File: src/hw/rtl/ptst_pkg.sv
// Package for the photon transport shell tally: item types, register codes,
// fixed-point constants and rounding helpers used by the front, engine,
// result queue and core files. No dependencies.
`default_nettype none
package ptst_pkg;

    localparam int SHELL_COUNT = 128;
    localparam int SHELL_W     = $clog2(SHELL_COUNT);
    localparam int SUM_W       = 48;
    localparam logic [SUM_W-1:0] SUM_MAX = {SUM_W{1'b1}};

    localparam logic signed [32:0] ONE_Q30 = 33'sd1073741824;
    localparam logic signed [39:0] LN2_Q30 = 40'sd744261118;
    localparam logic signed [32:0] C0_Q30  = 33'sd247859072;
    localparam logic signed [32:0] C1_Q30  = -33'sd299797920;
    localparam logic signed [32:0] C2_Q30  = 33'sd356295488;
    localparam logic signed [32:0] C3_Q30  = -33'sd535700896;
    localparam logic [63:0] ONE_Q60 = 64'h1000_0000_0000_0000;

    localparam logic [15:0] ALBEDO_RST    = 16'd59578;
    localparam logic [23:0] SHELLS_RST    = 24'd595782;
    localparam logic [31:0] THRESHOLD_RST = 32'd4294967;
    localparam logic [23:0] KILL_RST      = 24'd1677722;

    typedef enum logic [1:0] {
        CFG_ALBEDO    = 2'd0,
        CFG_SHELLS    = 2'd1,
        CFG_THRESHOLD = 2'd2,
        CFG_KILL      = 2'd3
    } cfg_index_t;

    typedef enum logic [1:0] {
        PH_MOVE     = 2'd0,
        PH_ROULETTE = 2'd1,
        PH_DIR_A    = 2'd2,
        PH_DIR_B    = 2'd3
    } phase_t;

    typedef struct packed {
        logic        mode;
        logic [23:0] random_value;
        logic [6:0]  read_shell;
    } item_t;

    typedef struct packed {
        logic [1:0]  phase_done;
        logic [6:0]  shell_index;
        logic [31:0] deposit;
        logic        photon_ended;
        logic [31:0] photons_finished;
        logic [47:0] heat_sum;
        logic [47:0] heat_square_sum;
    } result_t;

    // classified entry between front and back: sample already offset by one
    typedef struct packed {
        logic        mode;
        logic [24:0] x;
        logic [6:0]  read_shell;
    } fitem_t;

    // arithmetic shift right that truncates toward zero
    function automatic logic signed [65:0] trunc_shift(input logic signed [65:0] p,
                                                       input int sh);
        logic signed [65:0] bias;
        bias = (66'sd1 <<< sh) - 66'sd1;
        return (p[65] ? (p + bias) : p) >>> sh;
    endfunction

endpackage
`default_nettype wire

File: src/hw/rtl/ptst_front.sv
// Front end: accepts input items, classifies them and holds them in a
// two-entry queue for the engine. Depends on ptst_pkg.
`default_nettype none
module ptst_front (
    input  wire logic            clk,
    input  wire logic            rst_n,
    input  wire logic            push,
    output logic                 full,
    input  wire ptst_pkg::item_t item,
    input  wire logic            q_pop,
    output logic                 q_valid,
    output ptst_pkg::fitem_t     q_item
);
    import ptst_pkg::*;

    fitem_t     slot_reg [2];
    logic       wr_ptr_reg;
    logic       rd_ptr_reg;
    logic [1:0] count_reg;
    logic       do_push;
    logic       do_pop;
    fitem_t     entry;

    assign full    = (count_reg == 2'd2);
    assign q_valid = (count_reg != 2'd0);
    assign q_item  = slot_reg[rd_ptr_reg];
    assign do_push = push && !full;
    assign do_pop  = q_pop && q_valid;

    always_comb
    begin
        entry.mode       = item.mode;
        entry.x          = {1'b0, item.random_value} + 25'd1;
        entry.read_shell = item.read_shell;
    end

    always_ff @(posedge clk or negedge rst_n)
    begin
        if (!rst_n)
        begin
            wr_ptr_reg <= 1'b0;
            rd_ptr_reg <= 1'b0;
            count_reg  <= 2'd0;
        end
        else
        begin
            if (do_push)
            begin
                slot_reg[wr_ptr_reg] <= entry;
                wr_ptr_reg <= ~wr_ptr_reg;
            end
            if (do_pop)
            begin
                rd_ptr_reg <= ~rd_ptr_reg;
            end
            case ({do_push, do_pop})
                2'b10:   count_reg <= count_reg + 2'd1;
                2'b01:   count_reg <= count_reg - 2'd1;
                default: count_reg <= count_reg;
            endcase
        end
    end
endmodule
`default_nettype wire

File: config.mk
export PLATFORM = sky130hd
export DESIGN_NAME = ptst_front
export DESIGN_NICKNAME = d
export VERILOG_FILES = /design/src/hw/rtl/ptst_pkg.sv /design/src/hw/rtl/ptst_front.sv
export SDC_FILE = /design/constraint.sdc
export NUM_CORES = 1
export LEC_CHECK = 0
export ABC_AREA = 1
export ABC_CLOCK_PERIOD_IN_PS = 6600
export BUFFER_PORTS_ARGS = -buffer_cell sky130_fd_sc_hd__buf_2
export CAP_MARGIN = 15
export CORE_MARGIN = 2
export CORE_UTILIZATION = 44
export DETAILED_ROUTE_END_ITERATION = 8
export GPL_TIMING_DRIVEN = 0
export PLACE_DENSITY = 0.79
export SYNTH_ARGS = -nofsm -noshare
export SYNTH_HDL_FRONTEND = slang
export SYNTH_SLANG_ARGS = --single-unit
File: constraint.sdc
create_clock -name clk -period 6.6 [get_ports clk]
set_input_delay 0.66 -clock clk [delete_from_list [all_inputs] [get_ports clk]]
set_output_delay 0.66 -clock clk [all_outputs]
set_load 0.01 [all_outputs]
# [Word level (Yosys, flattened, before mapping)]
# Memories as Yosys holds them, arrays and structs flattened.
# Index checks and enable logic that the tools add are counted.
[totals] wordCells=21 memories=1 mem_bits_rw=66 mem_bits_ro=0 latchBits=0 register_bits=4
[op_classes] n_mul=0 n_lt_le_gt_ge=0 muxes=3 n_reduce_logical=6 div_mod_pow=0 bitwise=2 shifts=0 addsub=3 n_eq_ne=3
[memory_table] name="slot_reg" words=2 word_bits=33 read_ports=1 rd_ports_with_merged_regs=0 write_ports=1 line="ptst_front.sv:16" rtl="fitem_t slot_reg [2];"
[ops] cell="adder 24 x 1 -> 25 bit (second input constant)" count=1
[ops] cell="== test 2 bit (second input constant)" count=2
[ops] cell="case mux 2 bit (2 select lines)" count=1
[ops] cell="nonzero test 2 bit" count=2
[ops] cell="logical AND 1 bit" count=3
[ops] cell="adder 2 x 1 -> 2 bit (second input constant)" count=1
[ops] cell="== test 2 x 1 -> 1 bit (second input constant)" count=1
[ops] cell="two-way mux 1 bit" count=2
[ops] cell="inverter 1 bit" count=2
[ops] cell="subtractor 2 x 1 -> 2 bit (second input constant)" count=1
[ops] cell="logical NOT 1 bit" count=1

# [Depth between registers and ports, before layout]
[logic_depth] depth_word=6 mapped_depth=8 mapped_depth_nobuf=8

# [Worst setup path before layout]
# Ideal clock, no wire load.
[synth_path] path_type="input -> register" startpoint="in push" endpoint="mem slot_reg[0][0] (netlist name) (enable)" setup_ns=0.464 t_required_ns=6.136 n_path_buf=0 t_arrival_ns=3.058 slack_ns=3.077 stages=2 path_cell_list="o21ai_1 nor3_1"
[synth_between] elab_chain_len=4
[synth_rtl] item="from (decl)" line="ptst_front.sv:7" rtl="input wire logic push,"
[synth_rtl] item="logical AND 1 bit" line="ptst_front.sv:27" rtl="assign do_push = push && !full;"
[synth_rtl] item="two-way mux 1 bit" line="ptst_front.sv:47" rtl="if (do_push)"
[synth_rtl] item="logical AND 1 bit (implied by the code)" line="ptst_front.sv:49" rtl="slot_reg[wr_ptr_reg] <= entry;"
[synth_rtl] item="two-way mux 1 bit (implied by the code)" line="ptst_front.sv:49"
[synth_rtl] item="to (decl)" line="ptst_front.sv:16"
# Every way passes these cells.

==> out/qor.csv <==
metric,value,unit
syn avg cell area,10.2,um2
gr usage total,16.8,%
"commonest non-fill, non-tap cells in the layout","nand2_1 (147), buf_2 (74), edfxtp_1 (66)",
IO Pins,71,
post-cts hold buffer count,0,
"Core Util, Final",54.7,%
Max Freq,0.439,GHz
crit-path max cell delay,0.32,ns
register bit total from synthesis,70,
initial antenna violation count,0,
TritonCTS clock tree,built,
Routed WL,6390,um
"Distinct cells, synth",24,
Synth Flop Type,edfxtp_1,
clock sink count,70,
Pwr Total,1.31,mW
final hold vios,0,
worst rel slew slack,44.0,%
Slew @ Worst Pin,0.835,ns
Core Area,7180,um2
number of diodes,0,
status,"complete, no violations",
HP Class,primary input to async pin,
Post-Syn Instances,315,
row cnt,31,
Nets,440,
DIE WIDTH,89.5,um
Initial Util,44.8,%
number of flip-flops in the largest register,66,
CP arrival,1.62,ns
Final Setup Violations,0,
vias per cell,4.59,
Final Cycle Share,34.5,%
Max Cap Viol,0,
dpl hpwl,4980,um
H-tree levels,3,
synth warn,0,
unrepaired setup endpoints after global routing,no,
RePlAce Congestion,0.875,
DRT iter0 DRCs,55,
first-pass GRT wire length,9890,um
root buf cell,clkbuf_8,
Setup Crit Path Kind,flip-flop to output port,
share of the synthesized area in the top cell type,61.6,%
R2R Setup Slk,4.59,ns
CP required,5.94,ns
via count,2320,
Synth async-reset ratio,5.71,%
synthesis-to-finish area growth,22.0,%
Congestion Overflow GR,0,
Synth Cell Area,3220,um2
"most common cell after layout, fill and taps aside",nand2_1,
"Top cell by count, worst path",buf_2,
crit end category,output port,
Setup Skew,0.00550,ns
Syn Nets,353,
crit start category,flip-flop,
Pwr per Cell Area,333,nW/um2
die footprint,8010,um2
VDD IR max,139,uV
I/O Buffers,70,
fraction of layout instances using a drive strength above 1,26.8,%
setup TNS,0,ns
pins over their slew limit,0,
Synth area leader,edfxtp_1,
CTS resizes,0,
Pre-antenna DRT Iters,4,
Worst Path Max Fanout,10,
residual DRC count,0,
number of flops mapped to enable cells by yosys,66,
Tmin final,2.28,ns
Post-CTS Setup Inserts,0,
worst skew pair latency,0.33,ns
synth top area cells,"edfxtp_1 (62%), nand2_1 (17%), dfrtp_1 (3.1%), xor2_1 (2.5%), xnor2_1 (2.2%)",
number of global-route vias before repair,2259,
pin count of the biggest net entering global routing,12,
total CTS buffers,9,
Worst path slowest cell,dfrtp_1,
maximum clock insertion buffer count,2,
die height,89.5,um
Pleak,1.72,nW
register area share after synthesis,64.7,%
crit path cell chain,"buf_2, clkinv_1, buf_2, nand2_1, nand2_1, buf_2",
"CTS clk-pin slew, worst paths",0.06,ns
Final ANT Viol Nets,0,
wire per inst,12.7,um
==> logic make-up after synthesis <==
family,Yosys count,share of synthesized area [%]
AND/OR/NAND/NOR,194,25.7
flip-flops,70,64.7
buffers and inverters,26,3.19
XOR/XNOR,17,4.63
AO/OA/AOI/OAI,6,0.933
adder cells (fa/ha/maj),2,0.778
==> report_power, final <==
part           switching, mW  internal [mW]
combinational          0.286          0.165
sequential            0.0198          0.557
clock                  0.147          0.133
==> stage by stage <==
step / setup WS [ns] / hold WS (ns) / std cells / area [um2]
after floorplan: 3.08 / 0.364 / 315 / 3220
after global placement: 1.84 / 0.472 / 484 / 3690
after detailed placement: 4.25 / 0.475 / 490 / 3770
after CTS: 4.27 / 0.116 / 505 / 3930
after global routing: 4.18 / 0.125 / 505 / 3930
final: 4.32 / 0.129 / 505 / 3930
==> cells in the mapped netlist, drive strengths merged, types with 2 or more instances <==
| library cell | n |
|---|---|
| nand2 | 151 |
| edfxtp | 66 |
| nor2 | 24 |
| inv | 18 |
| nand3 | 10 |
| xor2 | 9 |
| xnor2 | 8 |
| o21ai | 5 |
| buf | 4 |
| dfrtp | 4 |
| nand3b | 4 |
| clkbuf | 3 |
| ha | 2 |
| nor3 | 2 |
==> path summary, 6_finish.rpt <==
path / start / to / cells after the start
worst max-delay path: rd_ptr_reg / q_item[7] / 6
worst min-delay path: rst_n / wr_ptr_reg / 1
worst min register to register: count_reg[0] / count_reg[0] / 1
max in group asynchronous: rst_n / count_reg[1] / 1
worst max register to register: count_reg[0] / slot_reg[1][11] / 4
min in group clk: item[5] / slot_reg[1][5] / 1
==> per-layer routing <==
layer / track usage [%] / vias to the layer above / wire (um)
met5: 0 / - / 0
met4: 7.33 / 0 / 71
met3: 3.88 / 6 / 338
met2: 28.5 / 60 / 3150
met1: 20.5 / 1052 / 2830
li1: - / 1202 / -
==> critical path: cells and delay by family (launching register included) <==
family                 cells  cell delay [ns]
buffers and inverters      4             0.84
flip-flops                 1             0.32
AND/OR/NAND/NOR            2             0.15
==> layout make-up <==
cell class / count / area, um2
Multi-Input combinational cell: 219 / 1040
Clock inverter: 4 / 25.0
Clock buffer: 11 / 131
Fill cell: 641 / 3250
Tap cell: 99 / 124
Timing Repair Buffer: 76 / 418
Sequential cell: 70 / 2080
Buffer: 7 / 31.3
Inverter: 19 / 71.3
(Power assumes the default switching activity.)
