<file path="src/hw/rtl/ptst_pkg.sv">
// Package for the photon transport shell tally: item types, register codes,
// fixed-point constants and rounding helpers used by the front, engine,
// result queue and core files. No dependencies.
`default_nettype none
package ptst_pkg;

    localparam int SHELL_COUNT = 128;
    localparam int SHELL_W     = $clog2(SHELL_COUNT);
    localparam int SUM_W       = 48;
    localparam logic [SUM_W-1:0] SUM_MAX = {SUM_W{1'b1}};

    localparam logic signed [32:0] ONE_Q30 = 33'sd1073741824;
    localparam logic signed [39:0] LN2_Q30 = 40'sd744261118;
    localparam logic signed [32:0] C0_Q30  = 33'sd247859072;
    localparam logic signed [32:0] C1_Q30  = -33'sd299797920;
    localparam logic signed [32:0] C2_Q30  = 33'sd356295488;
    localparam logic signed [32:0] C3_Q30  = -33'sd535700896;
    localparam logic [63:0] ONE_Q60 = 64'h1000_0000_0000_0000;

    localparam logic [15:0] ALBEDO_RST    = 16'd59578;
    localparam logic [23:0] SHELLS_RST    = 24'd595782;
    localparam logic [31:0] THRESHOLD_RST = 32'd4294967;
    localparam logic [23:0] KILL_RST      = 24'd1677722;

    typedef enum logic [1:0] {
        CFG_ALBEDO    = 2'd0,
        CFG_SHELLS    = 2'd1,
        CFG_THRESHOLD = 2'd2,
        CFG_KILL      = 2'd3
    } cfg_index_t;

    typedef enum logic [1:0] {
        PH_MOVE     = 2'd0,
        PH_ROULETTE = 2'd1,
        PH_DIR_A    = 2'd2,
        PH_DIR_B    = 2'd3
    } phase_t;

    typedef struct packed {
        logic        mode;
        logic [23:0] random_value;
        logic [6:0]  read_shell;
    } item_t;

    typedef struct packed {
        logic [1:0]  phase_done;
        logic [6:0]  shell_index;
        logic [31:0] deposit;
        logic        photon_ended;
        logic [31:0] photons_finished;
        logic [47:0] heat_sum;
        logic [47:0] heat_square_sum;
    } result_t;

    // classified entry between front and back: sample already offset by one
    typedef struct packed {
        logic        mode;
        logic [24:0] x;
        logic [6:0]  read_shell;
    } fitem_t;

    // arithmetic shift right that truncates toward zero
    function automatic logic signed [65:0] trunc_shift(input logic signed [65:0] p,
                                                       input int sh);
        logic signed [65:0] bias;
        bias = (66'sd1 <<< sh) - 66'sd1;
        return (p[65] ? (p + bias) : p) >>> sh;
    endfunction

endpackage
`default_nettype wire

</file>
<file path="src/hw/rtl/ptst_outbuf.sv">
// Two-entry result queue between the engine and the result port.
// Depends on ptst_pkg.
`default_nettype none
module ptst_outbuf (
    input  wire logic              clk,
    input  wire logic              rst_n,
    input  wire logic              wr,
    input  wire ptst_pkg::result_t wdata,
    output logic                   wfull,
    output logic                   empty,
    input  wire logic              pop,
    output ptst_pkg::result_t      result
);
    import ptst_pkg::*;

    result_t    slot_reg [2];
    logic       wr_ptr_reg;
    logic       rd_ptr_reg;
    logic [1:0] count_reg;
    logic       do_wr;
    logic       do_pop;

    assign wfull  = (count_reg == 2'd2);
    assign empty  = (count_reg == 2'd0);
    assign result = slot_reg[rd_ptr_reg];
    assign do_wr  = wr && !wfull;
    assign do_pop = pop && !empty;

    always_ff @(posedge clk or negedge rst_n)
    begin
        if (!rst_n)
        begin
            wr_ptr_reg <= 1'b0;
            rd_ptr_reg <= 1'b0;
            count_reg  <= 2'd0;
        end
        else
        begin
            if (do_wr)
            begin
                slot_reg[wr_ptr_reg] <= wdata;
                wr_ptr_reg <= ~wr_ptr_reg;
            end
            if (do_pop)
            begin
                rd_ptr_reg <= ~rd_ptr_reg;
            end
            case ({do_wr, do_pop})
                2'b10:   count_reg <= count_reg + 2'd1;
                2'b01:   count_reg <= count_reg - 2'd1;
                default: count_reg <= count_reg;
            endcase
        end
    end
endmodule
`default_nettype wire

</file>
<file path="config.mk">
export PLATFORM = sky130hd
export DESIGN_NAME = ptst_outbuf
export DESIGN_NICKNAME = d
export VERILOG_FILES = /design/src/hw/rtl/ptst_pkg.sv /design/src/hw/rtl/ptst_outbuf.sv
export SDC_FILE = /design/constraint.sdc
export NUM_CORES = 1
export LEC_CHECK = 0
export BUFFER_PORTS_ARGS = -buffer_cell sky130_fd_sc_hd__buf_2
export CORE_ASPECT_RATIO = 0.6
export CORE_UTILIZATION = 47
export DETAILED_ROUTE_END_ITERATION = 8
export GPL_TIMING_DRIVEN = 0
export HOLD_SLACK_MARGIN = 0.06
export PLACE_DENSITY = 0.77
export SKIP_CTS_REPAIR_TIMING = 1
export SYNTH_ARGS = -nofsm -noshare
export SYNTH_HDL_FRONTEND = slang
export SYNTH_SLANG_ARGS = --single-unit
</file>
<file path="constraint.sdc">
create_clock -name clk -period 7.6 [get_ports clk]
set_input_delay 1.9 -clock clk [delete_from_list [all_inputs] [get_ports clk]]
set_output_delay 1.9 -clock clk [all_outputs]
set_load 0.1 [all_outputs]
</file>
======== Word level (Yosys, flattened, before mapping) ========
Memory sizes are Yosys's and may differ from the RTL's.
Cells that the tools add are included.
word-level totals
  bits in registers ....................... 4
  RAM bits ................................ 340
  input port bits ......................... 174
  logic and storage cells ................. 21
  memories ................................ 1
memory list
  memory    words  width  rd ports  clocked after memory_dff  write ports  line               text
  slot_reg  2      170    1         0                         1            ptst_outbuf.sv:16  result_t slot_reg [2];
operators by class
  $add $sub $neg .......................... 2
  equality and inequality tests ........... 3
  mux-type cells .......................... 3
  bitwise logic cells ..................... 2
  reduce and logical (&&, ||, !) cells .... 7
operators by type and width
  kind                                                 number
  equality test 2 bit, second input constant           2
  case mux 2 bit (2 select lines)                      1
  logical AND 1 bit                                    3
  adder 2 x 1 -> 2 bit, second input constant          1
  equality test 2 x 1 -> 1 bit, second input constant  1
  zero test 1 bit                                      2
  zero test 2 bit                                      1
  two-way mux 1 bit                                    2
  NOT 1 bit                                            2
  nonzero test 2 bit                                   1
  subtractor 2 x 1 -> 2 bit, second input constant     1

======== Logic depth before layout (Yosys ltp) ========
Gate-level depths: netlist (run 1).
  word-level depth ........................ 6
  mapped depth ............................ 6

======== Worst setup path before layout (run 1) ========
No wires, ideal clock.
  path type ............................... input to register
  start ................................... input rst_n
  end ..................................... memory slot_reg[0][0] (netlist name) (enable)
  library setup time ...................... 0.702 ns
  data arrival time ....................... 9.045 ns
  slack ................................... -2.147 ns
  stages on the path ...................... 2
  cell sequence ........................... nand3_1 nor2_1
on the way
  cells in the longest elaborated chain, start to end .. 2
RTL lines
  what                                     line               text
  start: declaration                       ptst_outbuf.sv:6   input wire logic rst_n,
  logical AND 1 bit (implied by the code)  ptst_outbuf.sv:41  slot_reg[wr_ptr_reg] <= wdata;
  two-way mux 1 bit (implied by the code)  ptst_outbuf.sv:41
  end: declaration                         ptst_outbuf.sv:16
Every way passes these cells.

==> results.toml, run 1 <==
[worst_setup_path]
r2r_start = "count_reg[0]$_DFFE_PN0P_"
arrival_ns = 2.10
worstSetupPathType = "register to primary output"
required_ns = 5.70
end_kind = "primary output"
cp_max_fo = 10
start_kind = "register"
critPathLaunch = "rd_ptr_reg$_DFFE_PN0P_"

[yosys]
yosys_warnings = 0
synth_cell_types = 15
synth-xor-area-share_pct = 0.341
synth-main-ff-cell = "edfxtp_1"
async_reset_ff_share_pct = 1.16
avgSynthCellArea_um2 = 23.4
synth_compound_area_share_pct = 0
syn_nets = 724
ys_seq_area_share_pct = 80.4
synth-simple-area-share_pct = 0.283
muxShareOfSynthArea_pct = 17.6
yosys.area.top_type_share_pct = 79.6
synth_area_um2 = 12800
synth_edf_count = 340
synth_area_leader_cell = "edfxtp_1"
syn_inst = 549
synthTopCellsByArea = "edfxtp_1 (80%), mux2_4 (11%), mux2_2 (7.0%)"
ys_top_cells_by_count = "edfxtp_1 (340), mux2_4 (90), mux2_2 (80)"
synth_adder_area_share_pct = 0.0976
synth-seq-cells = 344
yosysMostFrequentCell = "edfxtp_1"
synth_top_family_by_area = "multiplexers"

[sta]
tightest_slew_ns = 0.698
min_period_ns = 4.00
finalHoldViolCount = 0
rsz0062_at_grt = "false"
slew_viol_final = 0
period_share_pct = 52.7
relSlewSlack_pct = 53.3
setup_viol_count_final = 0
fmax_mhz = 250
clock_skew_ns = 0.0163

[clock_network]
clockBufferDepth = 3
clk-insertion-delay-late_ns = 0.56
cts_tree = "yes"
clockRootBuffer = "clkbuf_16"
clock-sinks = 344
htree_num_levels = 1
cts.clk_slew.worst_paths_ns = 0.07
cts-buffers-inserted = 31

[grt]
overflow = 0
grt_use_total_pct = 17.4
grt_max_degree = 34
antenna_found_initial = 5
grt_pass1_vias = 6502
grt_pass1_wl_mm = 36.7

[detailed_routing]
wl_per_cell_um = 19.1
post_drt_via_cell_ratio = 4.83
drtIter0Drc = 282
dr.pass1.iters = 4
ant_nets = 0
wirelength_mm = 25.3
drt_drc_violations_left = 0
vias = 6399

[cells_and_area]
fin_util_pct = 61.6
synthToLayoutAreaGrowth_pct = 27.8
fin_nets = 1113
drive_gt1_share_pct = 62.3
largest_register_ffs = 340

[place]
gp_congestion = 0.766
hpwl_mm = 17.8
io_buffers = 345

[hold_path]
min-delay-start = "count_reg[1]$_DFFE_PN0P_"
min_path_type = "register to register"

[outcome]
status = "finished, final reports clean"

[die]
die_y_um = 130
fp.coreArea_um2 = 26600
fp.dieArea_um2 = 28000
num_rows = 46
start_util_pct = 48.2
ios = 346
die_w_um = 215

[run]
cap_violations = 0
-- kinds of logic after synthesis --
group                    after synthesis
flip-flops                           344
multiplexers                         170
buffers and inverters                 21
AND/OR/NAND/NOR                        8
XOR/XNOR                               5
adder cells (fa/ha/maj)                1
-- critical path: stages, from the launching register on --
cell	delay (ns)
dfrtp_1	0.34
buf_6	0.13
buf_6	0.21
buf_6	0.23
mux2_4	0.32
buf_2	0.29
-- area by class of cell --
type                    count  area, µm²
clock buffers              37        828
fillers                  1908      10200
clock inverters            21        297
inverters                   2       7.51
diodes                      3       7.51
multi-input cells         184       2360
repair buffers            356       1960
plain buffers              19        164
flip-flops and latches    344      10300
well taps                 360        450
-- through the flow --
step / setup TNS (ns) / instance area [µm²] / hold slack (ns) / cells / setup slack (ns)
finish: 0 / 16400 / 0.502 / 1326 / 3.60
detailed placement: 0 / 15300 / 0.491 / 1265 / 3.71
global placement: -2133.64 / 15000 / 0.481 / 1254 / -6.29
global route: 0 / 16400 / 0.540 / 1324 / 3.50
floorplan: -729.96 / 12800 / 0.464 / 549 / -2.15
CTS: 0 / 16400 / 0.500 / 1323 / 3.52
-- path summary, 6_finish.rpt --
kind / to / slack, ns / cells after the start
max in group asynchronous: count_reg[0]$_DFFE_PN0P_ / 6.34 / 1
worst min-delay path: count_reg[1]$_DFFE_PN0P_ / 0.50 / 1
min in group asynchronous: count_reg[1]$_DFFE_PN0P_ / 1.13 / 1
worst min register to register: count_reg[1]$_DFFE_PN0P_ / 0.50 / 1
worst max register to register: slot_reg[1][70]$_DFFE_PP_ / 5.20 / 6
worst max-delay path: result[73] / 3.60 / 5
-- cells in the final DEF, fill, tap and decap left out --
cell type / Yosys / layout
buf_2: 8 / 353
edfxtp_1: 340 / 340
mux2_4: 90 / 90
mux2_2: 80 / 80
clkbuf_16: 0 / 31
buf_6: 11 / 11
buf_12: 0 / 9
bufinv_16: 0 / 7
clkinv_2: 0 / 7
dfrtp_1: 4 / 4
diode_2: 0 / 3
xnor2_1: 3 / 3
clkbuf_1: 0 / 3
clkbuf_8: 0 / 3
inv_1: 2 / 2
nor2_1: 4 / 2
nor2_4: 0 / 2
xor2_1: 2 / 2
inv_6: 0 / 2
clkinv_1: 0 / 2
clkinvlp_4: 0 / 2
buf_16: 0 / 2
nand2b_1: 1 / 1
nor2b_1: 1 / 1
nand3_1: 1 / 1
nand2_1: 1 / 1
ha_1: 1 / 1
inv_8: 0 / 1
-- per-layer routing --
layer  part of all wire [%]  up-vias  track usage [%]  wire length [µm]
met3                    9.3       39             6.39              2350
met1                     41     3145             22.5             10400
met2                     48      240             28.5             12100
met4                    1.6        4             3.84               404
met5                   0.11        -                0                27
li1                       -     2971                -                 -
Power of run 1 is left out: the tool's default activity adds up to more than one toggle a clock period on the data nets, which glitch-free logic cannot reach.
==> run 2: changes to the inputs <==
--- a/config.mk
+++ b/config.mk
@@ -7,11 +7,11 @@
 export LEC_CHECK = 0
 export BUFFER_PORTS_ARGS = -buffer_cell sky130_fd_sc_hd__buf_2
 export CORE_ASPECT_RATIO = 0.6
-export CORE_UTILIZATION = 47
+export CORE_UTILIZATION = 52
 export DETAILED_ROUTE_END_ITERATION = 8
 export GPL_TIMING_DRIVEN = 0
 export HOLD_SLACK_MARGIN = 0.06
-export PLACE_DENSITY = 0.77
+export PLACE_DENSITY = 0.8
 export SKIP_CTS_REPAIR_TIMING = 1
 export SYNTH_ARGS = -nofsm -noshare
 export SYNTH_HDL_FRONTEND = slang
==> constraint.sdc (replaced) <==
create_clock -name clk -period 3.7 [get_ports clk]
set_input_delay 0.925 -clock clk [delete_from_list [all_inputs] [get_ports clk]]
set_output_delay 0.925 -clock clk [all_outputs]
set_load 0.1 [all_outputs]
==> results.toml, run 2 (synthesized netlist as in run 1, its figures left out) <==
[sta]
hold_ws_ns = 0.189
relSlewSlack_pct = 46.1
fmax_mhz = 331
clock_skew_ns = 0.0124
rsz0062_at_grt = "false"
fin_setup_tns_ns = 0
tightest_slew_ns = 0.806
setup_viol_count_final = 0
period_share_pct = 81.6
worst_slack_ns = 0.680
finalHoldViolCount = 0
min_period_ns = 3.02
slew_viol_final = 0

[die]
ios = 346
die_y_um = 124
start_util_pct = 53.1
num_rows = 44
die_w_um = 205
fp.coreArea_um2 = 24200
fp.dieArea_um2 = 25300

[worst_setup_path]
end_kind = "primary output"
critical_path.top_delay_family = "buffers and inverters"
required_ns = 2.77
cpPeakStageDelay_ns = 0.34
path_cells = "buf_6 -> buf_6 -> buf_6 -> mux2_4 -> buf_2"
critPathLaunch = "rd_ptr_reg$_DFFE_PN0P_"
cp_max_fo = 10
arrival_ns = 2.10
crit_end = "result[82]"
r2r_end = "slot_reg[0][144]$_DFFE_PP_"
cp_common_cell = "buf_6"
critical-path-slowest-cell = "dfrtp_1"
critical_path_buf_inv_count = 4
rr_worst_depth = 5
rrSetupSlack_ns = 1.39
r2r_start = "count_reg[0]$_DFFE_PN0P_"
critical_path_depth = 5
start_kind = "register"
worstSetupPathType = "register to primary output"

[detailed_routing]
drt_drc_violations_left = 0
wirelength_mm = 24.9
dr.pass1.iters = 4
post_drt_via_cell_ratio = 5.01
wl_per_cell_um = 19.4
drtIter0Drc = 381
vias = 6441
ant_nets = 0

[run]
cap_violations = 0

[cells_and_area]
drive_gt1_share_pct = 61.1
synthToLayoutAreaGrowth_pct = 26.0
mostFrequentLayoutCells = "buf_2 (353), edfxtp_1 (340), mux2_4 (90)"
fin_nets = 1113
largest_register_ffs = 340
layout.cells.most_common = "buf_2"

[grt]
overflow = 0
grt_max_degree = 34
grt_use_total_pct = 18.8
grt_pass1_wl_mm = 35.7
antenna_found_initial = 4
grt_pass1_vias = 6452

[clock_network]
cts-buffers-inserted = 31
htree_num_levels = 1
cts_tree = "yes"
clock-sinks = 344
clk-insertion-delay-late_ns = 0.55
clockBufferDepth = 3
cts.clk_slew.worst_paths_ns = 0.07
clockRootBuffer = "clkbuf_16"

[hold_path]
min_path_type = "input port to async pin"

[outcome]
status = "finished, final reports clean"

[place]
gp_congestion = 0.756
place_ws_ns = 0.922
hpwl_mm = 17.6
io_buffers = 345
[run 2: layout make-up]
type | count | area (µm²)
timing repair buffer | 356 | 1950
tap | 322 | 403
clock inverter | 13 | 110
buffer | 19 | 164
inverter | 2 | 7.51
antenna | 2 | 5.00
fill | 1592 | 8010
clock buffer | 43 | 831
multi-input combinational | 184 | 2370
sequential | 344 | 10300
[run 2: worst min-delay path by stage]
stage,endpoint,cells past startpoint,from
after global routing,count_reg[1]$_DFFE_PN0P_,1,rst_n
final,count_reg[1]$_DFFE_PN0P_,1,rst_n
after CTS,count_reg[1]$_DFFE_PN0P_,1,rst_n
after floorplan,count_reg[1]$_DFFE_PN0P_,1,count_reg[1]$_DFFE_PN0P_
after detailed placement,count_reg[1]$_DFFE_PN0P_,1,count_reg[1]$_DFFE_PN0P_
after global placement,count_reg[1]$_DFFE_PN0P_,1,count_reg[1]$_DFFE_PN0P_
[run 2: stage by stage]
step / utilization (%) / std cells / instance area (µm²)
after floorplan: - / 549 / 12900
after global placement: 62.0 / 1216 / 15000
after detailed placement: 62.9 / 1227 / 15200
after CTS: 66.8 / 1283 / 16200
after global routing: 66.8 / 1283 / 16200
final: 66.9 / 1285 / 16200
[run 2: per-layer routing]
| layer | up-vias | global-route usage [%] | wire length (µm) |
|---|---|---|---|
| li1 | 2967 | - | - |
| met1 | 3192 | 23.5 | 10000 |
| met2 | 245 | 31.3 | 12000 |
| met3 | 33 | 7.22 | 2420 |
| met4 | 4 | 4.24 | 397 |
| met5 | - | 0 | 23 |
Power of run 2 is left out for the same reason.
